$ cat config.mk
export PLATFORM = sky130hd
export DESIGN_NAME = lcd_window_pixel_byte_sequencer
export DESIGN_NICKNAME = d
export VERILOG_FILES = /design/src/hw/rtl/lcdw_pkg.sv /design/src/hw/rtl/lcdw_decode.sv /design/src/hw/rtl/lcdw_emit.sv /design/src/hw/rtl/lcd_window_pixel_byte_sequencer.sv
export SDC_FILE = /design/constraint.sdc
export NUM_CORES = 1
export LEC_CHECK = 0
export BUFFER_PORTS_ARGS = -buffer_cell sky130_fd_sc_hd__buf_2
export CORE_ASPECT_RATIO = 1.4
export CORE_MARGIN = 10
export CORE_UTILIZATION = 58
export CTS_CLUSTER_DIAMETER = 30
export DETAILED_ROUTE_END_ITERATION = 16
export PLACE_DENSITY = 0.76
export SETUP_SLACK_MARGIN = 0.2
export SYNTH_ARGS = -nofsm -noshare
export SYNTH_HDL_FRONTEND = slang
export SYNTH_SLANG_ARGS = --single-unit
$ cat constraint.sdc
create_clock -name i_clk -period 14.22 [get_ports i_clk]
set_clock_uncertainty 0.1 [all_clocks]
set_input_delay 2.844 -clock i_clk [delete_from_list [all_inputs] [get_ports i_clk]]
set_output_delay 2.844 -clock i_clk [all_outputs]
set_load 0.05 [all_outputs]
$ cat src/hw/rtl/lcdw_pkg.sv
// Shared types and constants of the LCD window pixel byte sequencer.
`timescale 1ns / 1ps

package lcdw_pkg;

    // request kinds
    localparam logic [1:0] KIND_INIT   = 2'd0;
    localparam logic [1:0] KIND_ROTATE = 2'd1;
    localparam logic [1:0] KIND_REGION = 2'd2;
    localparam logic [1:0] KIND_PIXEL  = 2'd3;

    // configuration register indexes
    localparam logic [2:0] CFG_PANEL_WIDTH  = 3'd0;
    localparam logic [2:0] CFG_PANEL_HEIGHT = 3'd1;
    localparam logic [2:0] CFG_COL_OFFSET   = 3'd2;
    localparam logic [2:0] CFG_ROW_OFFSET   = 3'd3;
    localparam logic [2:0] CFG_BGR_ORDER    = 3'd4;
    localparam logic [2:0] CFG_INVERT       = 3'd5;

    localparam logic [15:0] RST_PANEL_WIDTH  = 16'd240;
    localparam logic [15:0] RST_PANEL_HEIGHT = 16'd320;

    // status codes
    localparam logic [3:0] ST_OK          = 4'd0;
    localparam logic [3:0] ST_NOT_INIT    = 4'd1;
    localparam logic [3:0] ST_ZERO_REGION = 4'd2;
    localparam logic [3:0] ST_ORIGIN_OUT  = 4'd3;
    localparam logic [3:0] ST_BEYOND      = 4'd4;
    localparam logic [3:0] ST_OFFSET_OVF  = 4'd5;
    localparam logic [3:0] ST_BAD_ROT     = 4'd6;
    localparam logic [3:0] ST_ZERO_PANEL  = 4'd7;
    localparam logic [3:0] ST_UNEXP_PIXEL = 4'd8;

    // panel command bytes
    localparam logic [7:0] CMD_SWRESET = 8'h01;
    localparam logic [7:0] CMD_SLPOUT  = 8'h11;
    localparam logic [7:0] CMD_NORON   = 8'h13;
    localparam logic [7:0] CMD_INVOFF  = 8'h20;
    localparam logic [7:0] CMD_INVON   = 8'h21;
    localparam logic [7:0] CMD_DISPON  = 8'h29;
    localparam logic [7:0] CMD_CASET   = 8'h2A;
    localparam logic [7:0] CMD_RASET   = 8'h2B;
    localparam logic [7:0] CMD_RAMWR   = 8'h2C;
    localparam logic [7:0] CMD_MADCTL  = 8'h36;
    localparam logic [7:0] CMD_COLMOD  = 8'h3A;
    localparam logic [7:0] DAT_RGB565  = 8'h55;

    // orientation bytes per rotation, BGR bit ORed in
    localparam logic [7:0] ORIENT_ROT0 = 8'hC0;
    localparam logic [7:0] ORIENT_ROT1 = 8'hA0;
    localparam logic [7:0] ORIENT_ROT2 = 8'h00;
    localparam logic [7:0] ORIENT_ROT3 = 8'h60;
    localparam logic [7:0] ORIENT_BGR  = 8'h08;

    // index of the final byte of each job
    localparam logic [3:0] LAST_INIT   = 4'd8;
    localparam logic [3:0] LAST_ROTATE = 4'd1;
    localparam logic [3:0] LAST_REGION = 4'd10;
    localparam logic [3:0] LAST_PIXEL  = 4'd1;
    localparam logic [3:0] LAST_ERROR  = 4'd0;

    typedef enum logic [2:0] {
        JOB_INIT,
        JOB_ROTATE,
        JOB_REGION,
        JOB_PIXEL,
        JOB_ERROR
    } t_job_kind;

    // one decoded request, handed from decode to the byte emitter
    typedef struct packed {
        logic        active;    // job has bytes or an error result to send
        t_job_kind   kind;
        logic [3:0]  last_idx;
        logic [3:0]  status;
        logic [7:0]  orient;
        logic        invert;
        logic [15:0] x0;        // also the pixel value of a pixel job
        logic [15:0] x1;
        logic [15:0] y0;
        logic [15:0] y1;
    } t_job;

    function automatic logic [7:0] orient_byte(input logic [1:0] rot, input logic bgr);
        logic [7:0] base;
        case (rot)
            2'd0:    base = ORIENT_ROT0;
            2'd1:    base = ORIENT_ROT1;
            2'd2:    base = ORIENT_ROT2;
            default: base = ORIENT_ROT3;
        endcase
        return bgr ? (base | ORIENT_BGR) : base;
    endfunction

endpackage

$ cat src/hw/rtl/lcdw_decode.sv
// Request register, configuration registers, panel state and request decode.
`timescale 1ns / 1ps

module lcdw_decode (
    input  logic            i_clk,
    input  logic            i_rst_n,
    input  logic            i_valid,
    output logic            o_stall,
    input  logic [1:0]      i_kind,
    input  logic [15:0]     i_origin_x,
    input  logic [15:0]     i_origin_y,
    input  logic [15:0]     i_region_w,
    input  logic [15:0]     i_region_h,
    input  logic [7:0]      i_rotation_value,
    input  logic [15:0]     i_pixel_value,
    input  logic            i_cfg_we,
    input  logic [2:0]      i_cfg_index,
    input  logic [15:0]     i_cfg_data,
    input  logic            i_job_free,
    output logic            o_job_load,
    output lcdw_pkg::t_job  o_job
);

    // request register
    logic        r_req_valid;
    logic [1:0]  r_kind;
    logic [15:0] r_ox, r_oy, r_rw, r_rh, r_pix;
    logic [7:0]  r_rv;

    // configuration
    logic [15:0] r_panel_w, r_panel_h, r_col_off, r_row_off;
    logic        r_bgr, r_invert;

    // panel state
    logic [1:0]  r_rotation, n_rotation;
    logic        r_ready, n_ready;
    logic [31:0] r_pixels_left, n_pixels_left;

    logic        accept;
    logic [15:0] rot_w, rot_h;
    logic [16:0] end_x, end_y, x0, y0;
    logic [17:0] x1, y1;
    logic [31:0] area;
    lcdw_pkg::t_job n_job;

    assign o_job_load = r_req_valid && i_job_free;
    assign o_stall    = r_req_valid && !i_job_free;
    assign accept     = i_valid && !o_stall;

    always_ff @(posedge i_clk) begin
        if (!i_rst_n) begin
            r_req_valid <= 1'b0;
        end else if (accept) begin
            r_req_valid <= 1'b1;
        end else if (o_job_load) begin
            r_req_valid <= 1'b0;
        end
    end

    always_ff @(posedge i_clk) begin
        if (accept) begin
            r_kind <= i_kind;
            r_ox   <= i_origin_x;
            r_oy   <= i_origin_y;
            r_rw   <= i_region_w;
            r_rh   <= i_region_h;
            r_rv   <= i_rotation_value;
            r_pix  <= i_pixel_value;
        end
    end

    always_ff @(posedge i_clk) begin
        if (!i_rst_n) begin
            r_panel_w <= lcdw_pkg::RST_PANEL_WIDTH;
            r_panel_h <= lcdw_pkg::RST_PANEL_HEIGHT;
            r_col_off <= '0;
            r_row_off <= '0;
            r_bgr     <= 1'b0;
            r_invert  <= 1'b0;
        end else if (i_cfg_we) begin
            case (i_cfg_index)
                lcdw_pkg::CFG_PANEL_WIDTH:  r_panel_w <= i_cfg_data;
                lcdw_pkg::CFG_PANEL_HEIGHT: r_panel_h <= i_cfg_data;
                lcdw_pkg::CFG_COL_OFFSET:   r_col_off <= i_cfg_data;
                lcdw_pkg::CFG_ROW_OFFSET:   r_row_off <= i_cfg_data;
                lcdw_pkg::CFG_BGR_ORDER:    r_bgr     <= i_cfg_data[0];
                lcdw_pkg::CFG_INVERT:       r_invert  <= i_cfg_data[0];
                default: ;
            endcase
        end
    end

    always_ff @(posedge i_clk) begin
        if (!i_rst_n) begin
            r_rotation    <= '0;
            r_ready       <= 1'b0;
            r_pixels_left <= '0;
        end else if (o_job_load) begin
            r_rotation    <= n_rotation;
            r_ready       <= n_ready;
            r_pixels_left <= n_pixels_left;
        end
    end

    // window arithmetic, in parallel with the checks
    assign rot_w = r_rotation[0] ? r_panel_h : r_panel_w;
    assign rot_h = r_rotation[0] ? r_panel_w : r_panel_h;
    assign end_x = {1'b0, r_ox} + {1'b0, r_rw};
    assign end_y = {1'b0, r_oy} + {1'b0, r_rh};
    assign x0    = {1'b0, r_ox} + {1'b0, r_col_off};
    assign y0    = {1'b0, r_oy} + {1'b0, r_row_off};
    assign x1    = {1'b0, end_x} - 18'd1 + {2'b0, r_col_off};
    assign y1    = {1'b0, end_y} - 18'd1 + {2'b0, r_row_off};
    assign area  = {16'b0, r_rw} * {16'b0, r_rh};

    always_comb begin
        n_rotation    = r_rotation;
        n_ready       = r_ready;
        n_pixels_left = r_pixels_left;
        n_job          = '0;
        n_job.kind     = lcdw_pkg::JOB_ERROR;
        n_job.last_idx = lcdw_pkg::LAST_ERROR;
        n_job.status   = lcdw_pkg::ST_OK;
        n_job.invert   = r_invert;
        n_job.x0       = x0[15:0];
        n_job.x1       = x1[15:0];
        n_job.y0       = y0[15:0];
        n_job.y1       = y1[15:0];
        case (r_kind)
            lcdw_pkg::KIND_INIT: begin
                n_job.orient = lcdw_pkg::orient_byte(r_rotation, r_bgr);
                if (r_ready) begin
                    n_job.active = 1'b0;
                end else if (r_panel_w == '0 || r_panel_h == '0) begin
                    n_job.active = 1'b1;
                    n_job.status = lcdw_pkg::ST_ZERO_PANEL;
                end else begin
                    n_job.active   = 1'b1;
                    n_job.kind     = lcdw_pkg::JOB_INIT;
                    n_job.last_idx = lcdw_pkg::LAST_INIT;
                    n_ready        = 1'b1;
                end
            end
            lcdw_pkg::KIND_ROTATE: begin
                n_job.orient = lcdw_pkg::orient_byte(r_rv[1:0], r_bgr);
                if (r_rv > 8'd3) begin
                    n_job.active = 1'b1;
                    n_job.status = lcdw_pkg::ST_BAD_ROT;
                end else begin
                    n_rotation     = r_rv[1:0];
                    n_job.active   = r_ready;
                    n_job.kind     = lcdw_pkg::JOB_ROTATE;
                    n_job.last_idx = lcdw_pkg::LAST_ROTATE;
                end
            end
            lcdw_pkg::KIND_REGION: begin
                n_job.active = 1'b1;
                if (!r_ready) begin
                    n_job.status = lcdw_pkg::ST_NOT_INIT;
                end else if (r_rw == '0 || r_rh == '0) begin
                    n_job.status = lcdw_pkg::ST_ZERO_REGION;
                end else if (r_ox >= rot_w || r_oy >= rot_h) begin
                    n_job.status = lcdw_pkg::ST_ORIGIN_OUT;
                end else if (end_x > {1'b0, rot_w} || end_y > {1'b0, rot_h}) begin
                    n_job.status = lcdw_pkg::ST_BEYOND;
                end else if (x0[16] || y0[16] || x1[17:16] != 2'b00
                             || y1[17:16] != 2'b00) begin
                    n_job.status = lcdw_pkg::ST_OFFSET_OVF;
                end else begin
                    n_job.kind     = lcdw_pkg::JOB_REGION;
                    n_job.last_idx = lcdw_pkg::LAST_REGION;
                    n_pixels_left  = area;
                end
            end
            default: begin
                n_job.active = 1'b1;
                n_job.x0     = r_pix;
                if (r_pixels_left == '0) begin
                    n_job.status = lcdw_pkg::ST_UNEXP_PIXEL;
                end else begin
                    n_job.kind     = lcdw_pkg::JOB_PIXEL;
                    n_job.last_idx = lcdw_pkg::LAST_PIXEL;
                    n_pixels_left  = r_pixels_left - 32'd1;
                end
            end
        endcase
    end

    assign o_job = n_job;

endmodule

$ cat src/hw/rtl/lcdw_emit.sv
// Job register, byte walker and output register.
`timescale 1ns / 1ps

module lcdw_emit (
    input  logic            i_clk,
    input  logic            i_rst_n,
    input  logic            i_job_load,
    input  lcdw_pkg::t_job  i_job,
    output logic            o_job_free,
    output logic            o_valid,
    input  logic            i_stall,
    output logic [7:0]      o_bus_byte,
    output logic            o_is_data,
    output logic            o_byte_valid,
    output logic            o_last,
    output logic [3:0]      o_status
);

    lcdw_pkg::t_job r_job;
    logic           r_job_valid;
    logic [3:0]     r_idx;

    logic           r_out_valid;
    logic [7:0]     r_out_byte;
    logic           r_out_data, r_out_bvalid, r_out_last;
    logic [3:0]     r_out_status;

    logic           out_ok, fire, done;
    logic [7:0]     cur_byte;
    logic           cur_data;

    assign out_ok     = !r_out_valid || !i_stall;
    assign fire       = r_job_valid && out_ok;
    assign done       = fire && (r_idx == r_job.last_idx);
    assign o_job_free = !r_job_valid || done;

    // byte and D/C level for the current position of the job
    always_comb begin
        cur_byte = 8'h00;
        cur_data = 1'b0;
        case (r_job.kind)
            lcdw_pkg::JOB_INIT: begin
                case (r_idx)
                    4'd0: cur_byte = lcdw_pkg::CMD_SWRESET;
                    4'd1: cur_byte = lcdw_pkg::CMD_SLPOUT;
                    4'd2: cur_byte = lcdw_pkg::CMD_COLMOD;
                    4'd3: begin
                        cur_byte = lcdw_pkg::DAT_RGB565;
                        cur_data = 1'b1;
                    end
                    4'd4: cur_byte = lcdw_pkg::CMD_MADCTL;
                    4'd5: begin
                        cur_byte = r_job.orient;
                        cur_data = 1'b1;
                    end
                    4'd6: cur_byte = r_job.invert ? lcdw_pkg::CMD_INVON
                                                  : lcdw_pkg::CMD_INVOFF;
                    4'd7: cur_byte = lcdw_pkg::CMD_NORON;
                    default: cur_byte = lcdw_pkg::CMD_DISPON;
                endcase
            end
            lcdw_pkg::JOB_ROTATE: begin
                if (r_idx == 4'd0) begin
                    cur_byte = lcdw_pkg::CMD_MADCTL;
                end else begin
                    cur_byte = r_job.orient;
                    cur_data = 1'b1;
                end
            end
            lcdw_pkg::JOB_REGION: begin
                cur_data = 1'b1;
                case (r_idx)
                    4'd0: begin
                        cur_byte = lcdw_pkg::CMD_CASET;
                        cur_data = 1'b0;
                    end
                    4'd1: cur_byte = r_job.x0[15:8];
                    4'd2: cur_byte = r_job.x0[7:0];
                    4'd3: cur_byte = r_job.x1[15:8];
                    4'd4: cur_byte = r_job.x1[7:0];
                    4'd5: begin
                        cur_byte = lcdw_pkg::CMD_RASET;
                        cur_data = 1'b0;
                    end
                    4'd6: cur_byte = r_job.y0[15:8];
                    4'd7: cur_byte = r_job.y0[7:0];
                    4'd8: cur_byte = r_job.y1[15:8];
                    4'd9: cur_byte = r_job.y1[7:0];
                    default: begin
                        cur_byte = lcdw_pkg::CMD_RAMWR;
                        cur_data = 1'b0;
                    end
                endcase
            end
            lcdw_pkg::JOB_PIXEL: begin
                cur_data = 1'b1;
                cur_byte = (r_idx == 4'd0) ? r_job.x0[15:8] : r_job.x0[7:0];
            end
            default: begin
                cur_byte = 8'h00;
                cur_data = 1'b0;
            end
        endcase
    end

    always_ff @(posedge i_clk) begin
        if (!i_rst_n) begin
            r_job_valid <= 1'b0;
            r_idx       <= '0;
        end else if (i_job_load) begin
            r_job_valid <= i_job.active;
            r_idx       <= '0;
        end else if (fire) begin
            r_idx <= r_idx + 4'd1;
            if (done) begin
                r_job_valid <= 1'b0;
            end
        end
    end

    always_ff @(posedge i_clk) begin
        if (i_job_load) begin
            r_job <= i_job;
        end
    end

    always_ff @(posedge i_clk) begin
        if (!i_rst_n) begin
            r_out_valid <= 1'b0;
        end else if (out_ok) begin
            r_out_valid <= fire;
        end
    end

    always_ff @(posedge i_clk) begin
        if (fire) begin
            r_out_byte   <= cur_byte;
            r_out_data   <= cur_data;
            r_out_bvalid <= (r_job.kind != lcdw_pkg::JOB_ERROR);
            r_out_last   <= (r_idx == r_job.last_idx);
            r_out_status <= r_job.status;
        end
    end

    assign o_valid      = r_out_valid;
    assign o_bus_byte   = r_out_byte;
    assign o_is_data    = r_out_data;
    assign o_byte_valid = r_out_bvalid;
    assign o_last       = r_out_last;
    assign o_status     = r_out_status;

    a_idx_in_job: assert property (@(posedge i_clk) disable iff (!i_rst_n)
        r_job_valid |-> r_idx <= r_job.last_idx)
        else $error("byte index ran past end of job");

    a_error_single: assert property (@(posedge i_clk) disable iff (!i_rst_n)
        r_out_valid && !r_out_bvalid |-> r_out_last && r_out_status != lcdw_pkg::ST_OK)
        else $error("error result not single or without status");

    a_mid_job_held: assert property (@(posedge i_clk) disable iff (!i_rst_n)
        r_out_valid && !r_out_last |-> r_job_valid)
        else $error("non-final byte pending but job released");

    a_load_when_free: assert property (@(posedge i_clk) disable iff (!i_rst_n)
        i_job_load |-> o_job_free)
        else $error("job loaded over a busy job");

endmodule

$ cat src/hw/rtl/lcd_window_pixel_byte_sequencer.sv
// Top level of the LCD window pixel byte sequencer.
`timescale 1ns / 1ps

// Turns display requests (init, rotation, region, pixel) into serial-bus bytes
// tagged command or data, one byte per output request per cycle while the
// output is not stalled. A request passes a request register, is decoded
// combinationally against the panel state into a job, and the job is walked
// one byte a cycle into the output register while the output is not stalled.
// Bytes per request: init 9 (none once initialized), rotation 2 (none before
// init), region 11, pixel 2 (high byte first); a rejected request gives one
// result with byte_valid low and a status code. A new request is decoded in
// the same cycle its predecessor's last byte leaves. The input side keeps
// accepting while a finished byte waits on a stalled output, until the job
// and request registers are both full. Configuration registers (index: 0 panel
// width, 1 panel height, 2 column offset, 3 row offset, 4 BGR order, 5
// inversion) are to be written only while idle; the block does not enforce it.

module lcd_window_pixel_byte_sequencer (
    input  logic        i_clk,
    input  logic        i_rst_n,
    input  logic        i_valid,
    output logic        o_stall,
    input  logic [1:0]  i_kind,
    input  logic [15:0] i_origin_x,
    input  logic [15:0] i_origin_y,
    input  logic [15:0] i_region_w,
    input  logic [15:0] i_region_h,
    input  logic [7:0]  i_rotation_value,
    input  logic [15:0] i_pixel_value,
    input  logic        i_cfg_we,
    input  logic [2:0]  i_cfg_index,
    input  logic [15:0] i_cfg_data,
    output logic        o_valid,
    input  logic        i_stall,
    output logic [7:0]  o_bus_byte,
    output logic        o_is_data,
    output logic        o_byte_valid,
    output logic        o_last,
    output logic [3:0]  o_status
);

    logic           job_free;
    logic           job_load;
    lcdw_pkg::t_job job;

    // decode owns the request register and all panel state
    lcdw_decode u_decode (
        .i_clk            (i_clk),
        .i_rst_n          (i_rst_n),
        .i_valid          (i_valid),
        .o_stall          (o_stall),
        .i_kind           (i_kind),
        .i_origin_x       (i_origin_x),
        .i_origin_y       (i_origin_y),
        .i_region_w       (i_region_w),
        .i_region_h       (i_region_h),
        .i_rotation_value (i_rotation_value),
        .i_pixel_value    (i_pixel_value),
        .i_cfg_we         (i_cfg_we),
        .i_cfg_index      (i_cfg_index),
        .i_cfg_data       (i_cfg_data),
        .i_job_free       (job_free),
        .o_job_load       (job_load),
        .o_job            (job)
    );

    // emitter walks the job bytes into the output register
    lcdw_emit u_emit (
        .i_clk        (i_clk),
        .i_rst_n      (i_rst_n),
        .i_job_load   (job_load),
        .i_job        (job),
        .o_job_free   (job_free),
        .o_valid      (o_valid),
        .i_stall      (i_stall),
        .o_bus_byte   (o_bus_byte),
        .o_is_data    (o_is_data),
        .o_byte_valid (o_byte_valid),
        .o_last       (o_last),
        .o_status     (o_status)
    );

endmodule

## Yosys cells after proc, flatten, opt, wreduce, memory -nomap -nowiden

Index checks and enable logic that the tools add are counted.

- Add/subtract/negate cells: 10
- Multipliers: 1
- Order comparisons: 5
- Equal/unequal tests: 31
- Multiplexer cells: 52
- Bitwise operators: 3
- Reductions and logical operators: 50

Operators with widths:

| operator | count |
|---|---|
| two-way mux 32 bit | 6 |
| case mux 8 bit (10 select lines) | 1 |
| adder 16 x 16 -> 17 bit | 4 |
| zero test 16 bit | 4 |
| case mux 32 bit (2 select lines) | 1 |
| case mux 8 bit (8 select lines) | 1 |
| two-way mux 7 bit | 8 |
| two-way mux 16 bit | 3 |
| case mux 8 bit (3 select lines) | 2 |
| adder 18 x 16 -> 18 bit | 2 |
| case mux 12 bit (3 select lines) | 1 |
| subtractor 17 x 1 -> 18 bit, second input constant | 2 |
| greater-than comparator 17 x 16 -> 1 bit | 2 |
| >= comparator 16 bit | 2 |
| zero test 32 bit | 1 |
| multiplier 16 x 16 -> 32 bit | 1 |
| case mux 8 bit (4 select lines) | 1 |
| subtractor 32 x 1 -> 32 bit, second input constant | 1 |
| two-way mux 4 bit | 7 |
| == test 4 x 3 -> 1 bit, second input constant | 4 |
| two-way mux 8 bit | 2 |
| case mux 8 bit (2 select lines) | 1 |
| AND reduction 2 bit | 8 |
| two-way mux 1 bit | 13 |
| 30 further kinds | 74 |

- Register bits after elaboration: 297
- Bits of input ports: 114
- Output and inout port bits: 17
- Logic and storage cells: 186

## Logic depth before layout (Yosys ltp)

Gate-level depths: netlist of run 1.

- Word-level depth: 13
- Gate-level depth with buffers: 26
- Depth with buffers taken out: 24

## Hierarchy

Synthesis of run 1 repeated with hierarchy kept, for this count alone.

- Cell total of the unflattened synthesis: 2,992
- Area, all modules: 27,580.2 um2

Modules (own cells, without submodules):

| module | instances | cells an instance | area an instance (um2) | sequential area each (um2) |
|---|---|---|---|---|
| lcdw_decode | 1 | 2,673 | 23,057.1 | 4,744.6 |
| lcdw_emit | 1 | 319 | 4,523.1 | 3,093.0 |

## Worst setup path after synthesis of run 1

Ideal clock, no wire load.

- Path type: input -> register
- From: in i_stall
- To: reg u_decode.r_kind[0] (enable)
- Setup time: 0.548 ns
- Data arrival time: 7.379 ns
- Required time: 13.572 ns
- Setup slack: 6.193 ns
- Stages on the path: 4
- Path through: nand2_1 nand2_1 and3_1 nor2b_1

- Cells in the longest elaborated chain, start to end: 9

RTL lines:

| element | RTL line | text |
|---|---|---|
| start: declaration | lcd_window_pixel_byte_sequencer.sv:34 | `input logic i_stall,` |
| zero test 1 bit | lcdw_emit.sv:32 | `assign out_ok = !r_out_valid \|\| !i_stall;` |
| logical OR 1 bit | lcdw_emit.sv:32 |  |
| logical AND 1 bit | lcdw_emit.sv:33 | `assign fire = r_job_valid && out_ok;` |
| logical AND 1 bit | lcdw_emit.sv:34 | `assign done = fire && (r_idx == r_job.last_idx);` |
| logical OR 1 bit | lcdw_emit.sv:35 | `assign o_job_free = !r_job_valid \|\| done;` |
| zero test 1 bit | lcdw_decode.sv:47 | `assign o_stall = r_req_valid && !i_job_free;` |
| logical AND 1 bit | lcdw_decode.sv:47 |  |
| named net o_stall | lcd_window_pixel_byte_sequencer.sv:22 | `output logic o_stall,` |
| zero test 1 bit | lcdw_decode.sv:48 | `assign accept = i_valid && !o_stall;` |
| logical AND 1 bit | lcdw_decode.sv:48 |  |
| named net u_decode.accept | lcdw_decode.sv:39 | `logic accept;` |
| end signal: assignment | lcdw_decode.sv:62 | `r_kind <= i_kind;` |
| end: declaration | lcdw_decode.sv:26 | `logic [1:0] r_kind;` |

The timed path passes the listed nets, and every way through them passes these cells.
A chain may end at the register's enable or synchronous reset.

## Worst setup path in the final report of run 1

- From: reg u_decode.r_rh[9]
- To: reg u_decode.r_pixels_left[30]

- Cells in the longest elaborated chain, start to end: 7

RTL lines:

| element | RTL line | text |
|---|---|---|
| start: declaration | lcdw_decode.sv:27 | `logic [15:0] r_ox, r_oy, r_rw, r_rh, r_pix;` |
| start signal: assignment | lcdw_decode.sv:66 | `r_rh <= i_region_h;` |
| adder 16 x 16 -> 17 bit / multiplier 16 x 16 -> 32 bit (equally long branches) | lcdw_decode.sv:109, lcdw_decode.sv:114 |  |
| subtractor 17 x 1 -> 18 bit / two-way mux 32 bit (equally long branches) | lcdw_decode.sv:113, lcdw_decode.sv:166 |  |
| adder 18 x 16 -> 18 bit / two-way mux 32 bit (equally long branches) | lcdw_decode.sv:113, lcdw_decode.sv:164 |  |
| nonzero test 2 bit / two-way mux 32 bit (equally long branches) | lcdw_decode.sv:167, lcdw_decode.sv:162 |  |
| logical OR 1 bit / two-way mux 32 bit (equally long branches) | lcdw_decode.sv:167, lcdw_decode.sv:160 |  |
| inequality test 2 bit (no source line) / two-way mux 32 bit (equally long branches) | -- |  |
| AND reduction 8 bit (no source line) / case mux 32 bit (2 select lines) (equally long branches) | -- |  |
| end signal: assignment | lcdw_decode.sv:101 | `r_pixels_left <= n_pixels_left;` |
| end: declaration | lcdw_decode.sv:37 | `logic [31:0] r_pixels_left, n_pixels_left;` |

Several ways; a longest one is shown, not always the timed one. The select of a mux whose other input is x is not followed.

==> metrics.yaml, run 1 <==
synth_cells: 2969
cts_tree: "done"
total_power_mw: 6.45
dr.first_iter.drc_count: 1542
synth_compound_area_share_pct: 14.1
cp_top_family: "adder cells"
maxCapViolations: 0
coreArea_sq_um: 46200
synth_xor_area_share_pct: 3.78
p_leak_nw: 13.6
yosysSeqAreaShare_pct: 28.2
crit_start: "u_decode.r_rh[9]"
ys.flop_type: "edfxtp_1"
grt_max_degree: 78
final_common_cell: "inv_1"
vias_per_cell: 5.96
hold_viol: 0
hp-class: "reg2reg"
fill_cells: 3777
hold_buffers: 0
gp_congestion: 0.985
finalCritPeriodShare_pct: 52.4
io_pins: 131
slew_violations: 0
antenna_found_initial: 1
slew_headroom_pct: 32.2
cts_num_sinks: 291
synth-simple-area-share_pct: 16.1
grt_first_pass_wirelength_um: 130000
p_per_area_nw_per_um2: 213
grt_overflow: 0
clk_latency_ps: 610
crit_buf_inv: 3
synth_edf_count: 183
ir_worst_vdd_v: 0.000494
status: "complete, no violations"
vias: 22200
ys_seq_elements: 291
clk_pin_slew_ps: 50
cts-root-buf: "clkbuf_16"
holdPathStages: 0
track_usage_pct: 30.0
finalSetupViolCount: 0
cts_resized: 0
clockBufferDepth: 3
syn_nets: 3586
layout_common_cells: "414 x inv_1, 374 x nand2_1, 303 x ha_1"
synthArstFlopShare_pct: 0
r2r-end: "u_decode.r_pixels_left[30]"
final_nets: 3681
syn_area_sq_um: 27100
die_w_um: 203
fin_area_sq_um: 30300
area_delta_synth_final_pct: 11.8
reg2reg_slack_ps: 6780
min_period_ps: 7440
dpl_cell_area_sq_um: 28300
drc: 0
synth_top_family_by_area: "adder cells"
drt-total-wl_um: 83500
ys_warn_count: 0
max_stage_delay_ps: 960
htreeDepth: 2
end_kind: "flip-flop"
die_height_um: 276
io_buffers: 130
cpMaxStageDelayCell: "edfxtp_1"
r2r_cells: 21
whs_endpoint: "u_emit.o_status[1]"
required_ps: 14630
path_class: "reg2reg"
grt_pass1_vias: 23200
post_cts_buffers: 0
cpMostUsedCell: "fa_1"
min_from: "u_emit.r_job[74]"
tightest_slew_ps: 1020
rows: 93
place_hpwl_um: 66200
avgSynthCellArea_sq_um: 9.14
arrival_ps: 7850
ant_nets: 0
cp_cell_sequence: "nand2_1 -> fa_1 -> inv_1 -> fa_1 -> fa_1 -> fa_1 -> fa_1 -> inv_1 -> fa_1 -> inv_1 -> ha_1 -> a21o_1 -> a21o_1 -> a21oi_1 -> nor3b_1 -> o31a_1 -> nor3_1 -> a2111oi_0 -> xnor2_1 -> a21oi_1 -> o221a_2"
rsz0062_at_grt: "false"
die_area_sq_um: 56000
layout-drive-gt1-share_pct: 9.32
hold_slack_ps: 318
initial_core_util_pct: 58.7
routedWlPerCell_um: 22.4
drtPass1Iterations: 5
cp-start-kind: "flip-flop"
r2r_start: "u_decode.r_rh[9]"
crit_fanout: 18
synthMuxAreaShare_pct: 1.75
clock.fmax_mhz: 134
synth_fa_ha_area_share_pct: 28.7
fin_tns_setup_ps: 0
cts_buffers: 57
synth_cell_type_count: 91
-- where the power goes --
part	leakage, nW	switching (mW)	internal, mW
combinational	10.0	2.40	1.54
sequential	2.63	0.0913	1.01
clock	0.974	0.534	0.874
-- metrics by stage --
step | std cells | setup slack, ps | util, %
finish | 3731 | 6780 | 65.6
global route | 3731 | 6490 | 65.6
CTS | 3730 | 6780 | 65.6
detailed placement | 3622 | 6780 | 61.2
global placement | 3622 | 6920 | 61.2
floorplan | 2969 | 6190 | -
-- layer usage --
| layer | global-route usage (%) | wire, um |
|---|---|---|
| met2 | 55.0 | 43400 |
| met5 | 0 | 0 |
| met3 | 3.91 | 4280 |
| met4 | 21.5 | 6520 |
| met1 | 31.3 | 29300 |
-- state kept, by name, summed over array words and instances, names as in the netlist, 2 cells and up --
register	cells
u_decode.r_rw	16
u_emit.r_idx	4
u_decode.r_rotation	2
u_decode.r_oy	16
u_decode.r_kind	2
u_emit.r_job	78
u_decode.r_rv	8
u_decode.r_pix	16
u_decode.r_panel_w	16
u_decode.r_ox	16
u_decode.r_panel_h	16
u_decode.r_col_off	16
u_decode.r_rh	16
u_emit.o_status	4
u_decode.r_row_off	16
u_emit.o_bus_byte	8
u_decode.r_pixels_left	32
-- cell families after synthesis --
| family | Yosys count |
|---|---|
| muxes | 47 |
| AOI/OAI and AO/OA | 577 |
| DFF | 291 |
| and+or+nand+nor | 909 |
| xor gates and xnor gates | 117 |
| adders and majority gates | 503 |
| buffers and inverters | 525 |
-- worst max path at each step --
stage	end	slack [ps]	cells after the start
after floorplan	u_decode.r_kind[0]	6190	4
after global placement	u_decode.r_pixels_left[30]	6920	21
after detailed placement	u_decode.r_pixels_left[30]	6780	22
after CTS	u_decode.r_pixels_left[30]	6780	22
after global routing	u_decode.r_pixels_left[30]	6490	22
final	u_decode.r_pixels_left[30]	6780	21
-- area by class of cell --
class / count / area (sq um) / area share (%)
clock inverter: 46 / 584 / 1.93
timing repair buffer: 145 / 763 / 2.52
inverter: 416 / 1560 / 5.15
clock buffer: 62 / 1480 / 4.87
tap: 617 / 772 / 2.55
multi-input combinational: 2153 / 17500 / 57.7
sequential: 291 / 7660 / 25.3
antenna: 1 / 2.50 / 0.00825
-- cell usage after synthesis (all sizes together) (21+ instances only) --
| cell | instances | share of area (%) |
|---|---|---|
| a211oi | 22 | 0.69 |
| a21o | 53 | 1.5 |
| a21oi | 200 | 3.7 |
| and2 | 130 | 3.0 |
| and3 | 22 | 0.51 |
| clkbuf | 98 | 1.4 |
| dfxtp | 108 | 8.0 |
| edfxtp | 183 | 20 |
| fa | 200 | 15 |
| ha | 303 | 14 |
| inv | 416 | 5.8 |
| mux2i | 44 | 1.6 |
| nand2 | 374 | 5.2 |
| nand3 | 50 | 0.92 |
| nand4 | 28 | 0.65 |
| nor2 | 137 | 1.9 |
| nor3 | 41 | 0.77 |
| nor4 | 27 | 0.62 |
| o21ai | 92 | 1.7 |
| o21bai | 21 | 0.59 |
| or3 | 25 | 0.58 |
| xnor2 | 80 | 2.6 |
| xor2 | 37 | 1.2 |
Note: power is estimated with default switching activity, not from simulation.
==> run 2: changes to the inputs <==
- ABC_AREA: default -> 1
- PLACE_DENSITY: 0.76 -> 0.79
- clock period: 14.22 -> 6.1 ns (I/O delays scaled with it)
==> metrics.yaml, run 2 <==
largest_reg_flops: 78  # unchanged
layout_common_cells: "701 x nand2_1, 665 x inv_1, 291 x ha_1"
io_buffers: 130  # unchanged
synth_commonest_cells: "709 x nand2_1, 678 x inv_1, 303 x ha_1, 253 x a21oi_1, 210 x o21ai_0"
required_ps: 6550  # -8080 ps
ys_seq_elements: 291  # unchanged
total_power_mw: 17.4  # +170%
synth_edf_count: 183  # unchanged
syn_area_sq_um: 27600  # +1.6%
drtPass1Iterations: 5  # unchanged
fin_area_sq_um: 32300  # +6.6%
die_height_um: 278  # +0.76%
slew_violations: 0  # unchanged
fill_cells: 3766  # -0.29%
area_delta_synth_final_pct: 17.2
ys.flop_type: "edfxtp_1"
p_per_area_nw_per_um2: 538  # +150%
hold_slack_ps: 332  # +13.7 ps
yosysSeqAreaShare_pct: 27.8  # -0.46 points
rows: 94  # +1.1%
final_nets: 4284  # +16%
place_hpwl_um: 68200  # +3.0%
slew_headroom_pct: 27.5  # -4.7 points
hold_buffers: 0  # unchanged
min_period_ps: 6000  # -1450 ps
ys_warn_count: 0  # unchanged
synth_top_area_share_pct: 19.9  # -0.33 points
maxCapViolations: 0  # unchanged
die_area_sq_um: 56800  # +1.5%
vias_per_cell: 5.63  # -5.6%
top_register: "u_emit.r_job"
io_pins: 131  # unchanged
cts_num_sinks: 291  # unchanged
grt_max_degree: 69  # -12%
clock.fmax_mhz: 167  # +24%
gp_congestion: 1.02  # +3.0%
cts_tree: "done"
cp-start-kind: "flip-flop"
cpMostUsedCell: "fa_1"
syn_nets: 4064  # +13%
p_leak_nw: 16.1  # +18%
end_kind: "flip-flop"
clockBufferDepth: 3  # unchanged
antenna_found_initial: 1  # unchanged
synth_cell_type_count: 65  # -29%
post-route-util_pct: 68.7  # +3.1 points
ir_worst_vdd_v: 0.000625  # +27%
grt_pass1_vias: 24800  # +7.3%
track_usage_pct: 30.3  # +0.24 points
finalSetupViolCount: 0  # unchanged
drc: 0  # unchanged
fin_tns_setup_ps: 0  # unchanged
synthArstFlopShare_pct: 0  # unchanged
cts_buffers: 58  # +1.8%
coreArea_sq_um: 47000  # +1.8%
dpl_cell_area_sq_um: 29700  # +5.0%
synth_top_cell_by_area: "edfxtp_1"
tightest_slew_ps: 1090  # +69.8 ps
rsz0062_at_grt: "true"
clk_latency_ps: 620  # about the same
htreeDepth: 2  # unchanged
cts-root-buf: "clkbuf_16"
final_common_cell: "nand2_1"
r2r_cells: 25  # +19%
max_stage_delay_ps: 570  # -390 ps
drt-total-wl_um: 86000  # +2.9%
holdPathStages: 0  # unchanged
path_class: "reg2reg"
synth_most_common_cell: "nand2_1"
reg.largest.list: "u_emit.r_job x78, u_decode.r_pixels_left x32"
layout-drive-gt1-share_pct: 13.1  # +3.8 points
dr.first_iter.drc_count: 1794  # +16%
finalCritPeriodShare_pct: 98.3  # +46 points
cpMaxStageDelayCell: "fa_1"
grt_overflow: 0  # unchanged
clk_pin_slew_ps: 60  # about the same
ant_nets: 0  # unchanged
grt_first_pass_wirelength_um: 134000  # +3.2%
status: "complete, no violations"
arrival_ps: 6450  # -1400 ps
synth_cells: 3447  # +16%
hold_viol: 0  # unchanged
die_w_um: 204  # +0.74%
vias: 24500  # +9.9%
initial_core_util_pct: 58.6  # -0.11 points
routedWlPerCell_um: 19.8  # -12%
crit_fanout: 8  # -10
synth.area.top_cells: "edfxtp_1 20%, fa_1 15%, ha_1 14%, nand2_1 9.6%, inv_1 9.2%"
avgSynthCellArea_sq_um: 8.00  # -12%
hp-class: "reg2reg"
run 2: cell types whose count changed after synthesis, moves of 52 or more:
cell	delta
a21oi_1	+55
and2_1	-129
inv_1	+263
nand2_1	+335
nand3_1	+52
nor2_1	+59
o21ai_0	+124
run 2: cells by family after synthesis:
| logic type | after synthesis | share of synthesized area (%) |
|---|---|---|
| xor+xnor | 109 | 3.46 |
| simple gates | 1136 | 17.2 |
| flops | 291 | 27.8 |
| fa+ha+maj | 503 | 28.3 |
| compound gates | 604 | 12.3 |
| buf+inv | 804 | 11.0 |
run 2: metal layers:
metal | vias up | part of all wire, % | GRT usage (%)
li1 | 11600 | - | -
met1 | 11500 | 35 | 31.3
met2 | 994 | 50 | 53.6
met3 | 336 | 6.1 | 5.09
met4 | 0 | 9.0 | 23.0
met5 | - | 0 | 0
run 2: worst max-delay path, delay by kind of cell (launching register included):
family / cells / cell delay (ps)
AOI/OAI and AO/OA: 5 / 770
adders and majority gates: 7 / 3190
buffers and inverters: 7 / 850
DFF: 1 / 440
and+or+nand+nor: 6 / 590
run 2: timing repair:
action	in CTS	in global routing
gates cloned	0	1
resized for setup	43	42
pin swaps	19	13
endpoints found under the hold margin	0	0
setup buffers	22	8
endpoints found under the setup margin	17	32
run 2: power breakdown:
group,internal [mW],total (mW),switching (mW)
clock network,2.02,3.30,1.27
registers,2.33,2.44,0.110
logic,5.08,11.6,6.56
run 2: layout make-up:
class                      count  area (sq um)  share of cell area, %
antenna                        5          12.5                 0.0387
clock inverter                51           583                   1.80
clock buffer                  58          1450                   4.49
timing repair buffer         275          2030                   6.28
tap                          624           781                   2.42
multi-input combinational   2352         17200                   53.3
sequential                   291          7660                   23.7
inverter                     689          2590                   8.01
run 2: worst paths after layout:
check | startpoint | slack [ps] | to
worst max-delay path | u_decode.r_rw[9] | 100 | u_decode.r_pixels_left[28]
worst min-delay path | u_emit.r_job[76] | 330 | u_emit.o_status[3]
worst max register to register | u_decode.r_rw[9] | 100 | u_decode.r_pixels_left[28]
worst min register to register | u_emit.r_job[76] | 330 | u_emit.o_status[3]
run 2: through the flow:
step | std cells | setup slack [ps]
6_report | 4345 | 105
3_5_place_dp | 4200 | -55.4
4_1_cts | 4331 | 195
5_1_grt | 4340 | -131
2_1_floorplan | 3447 | 201
3_3_place_gp | 4200 | 99.9
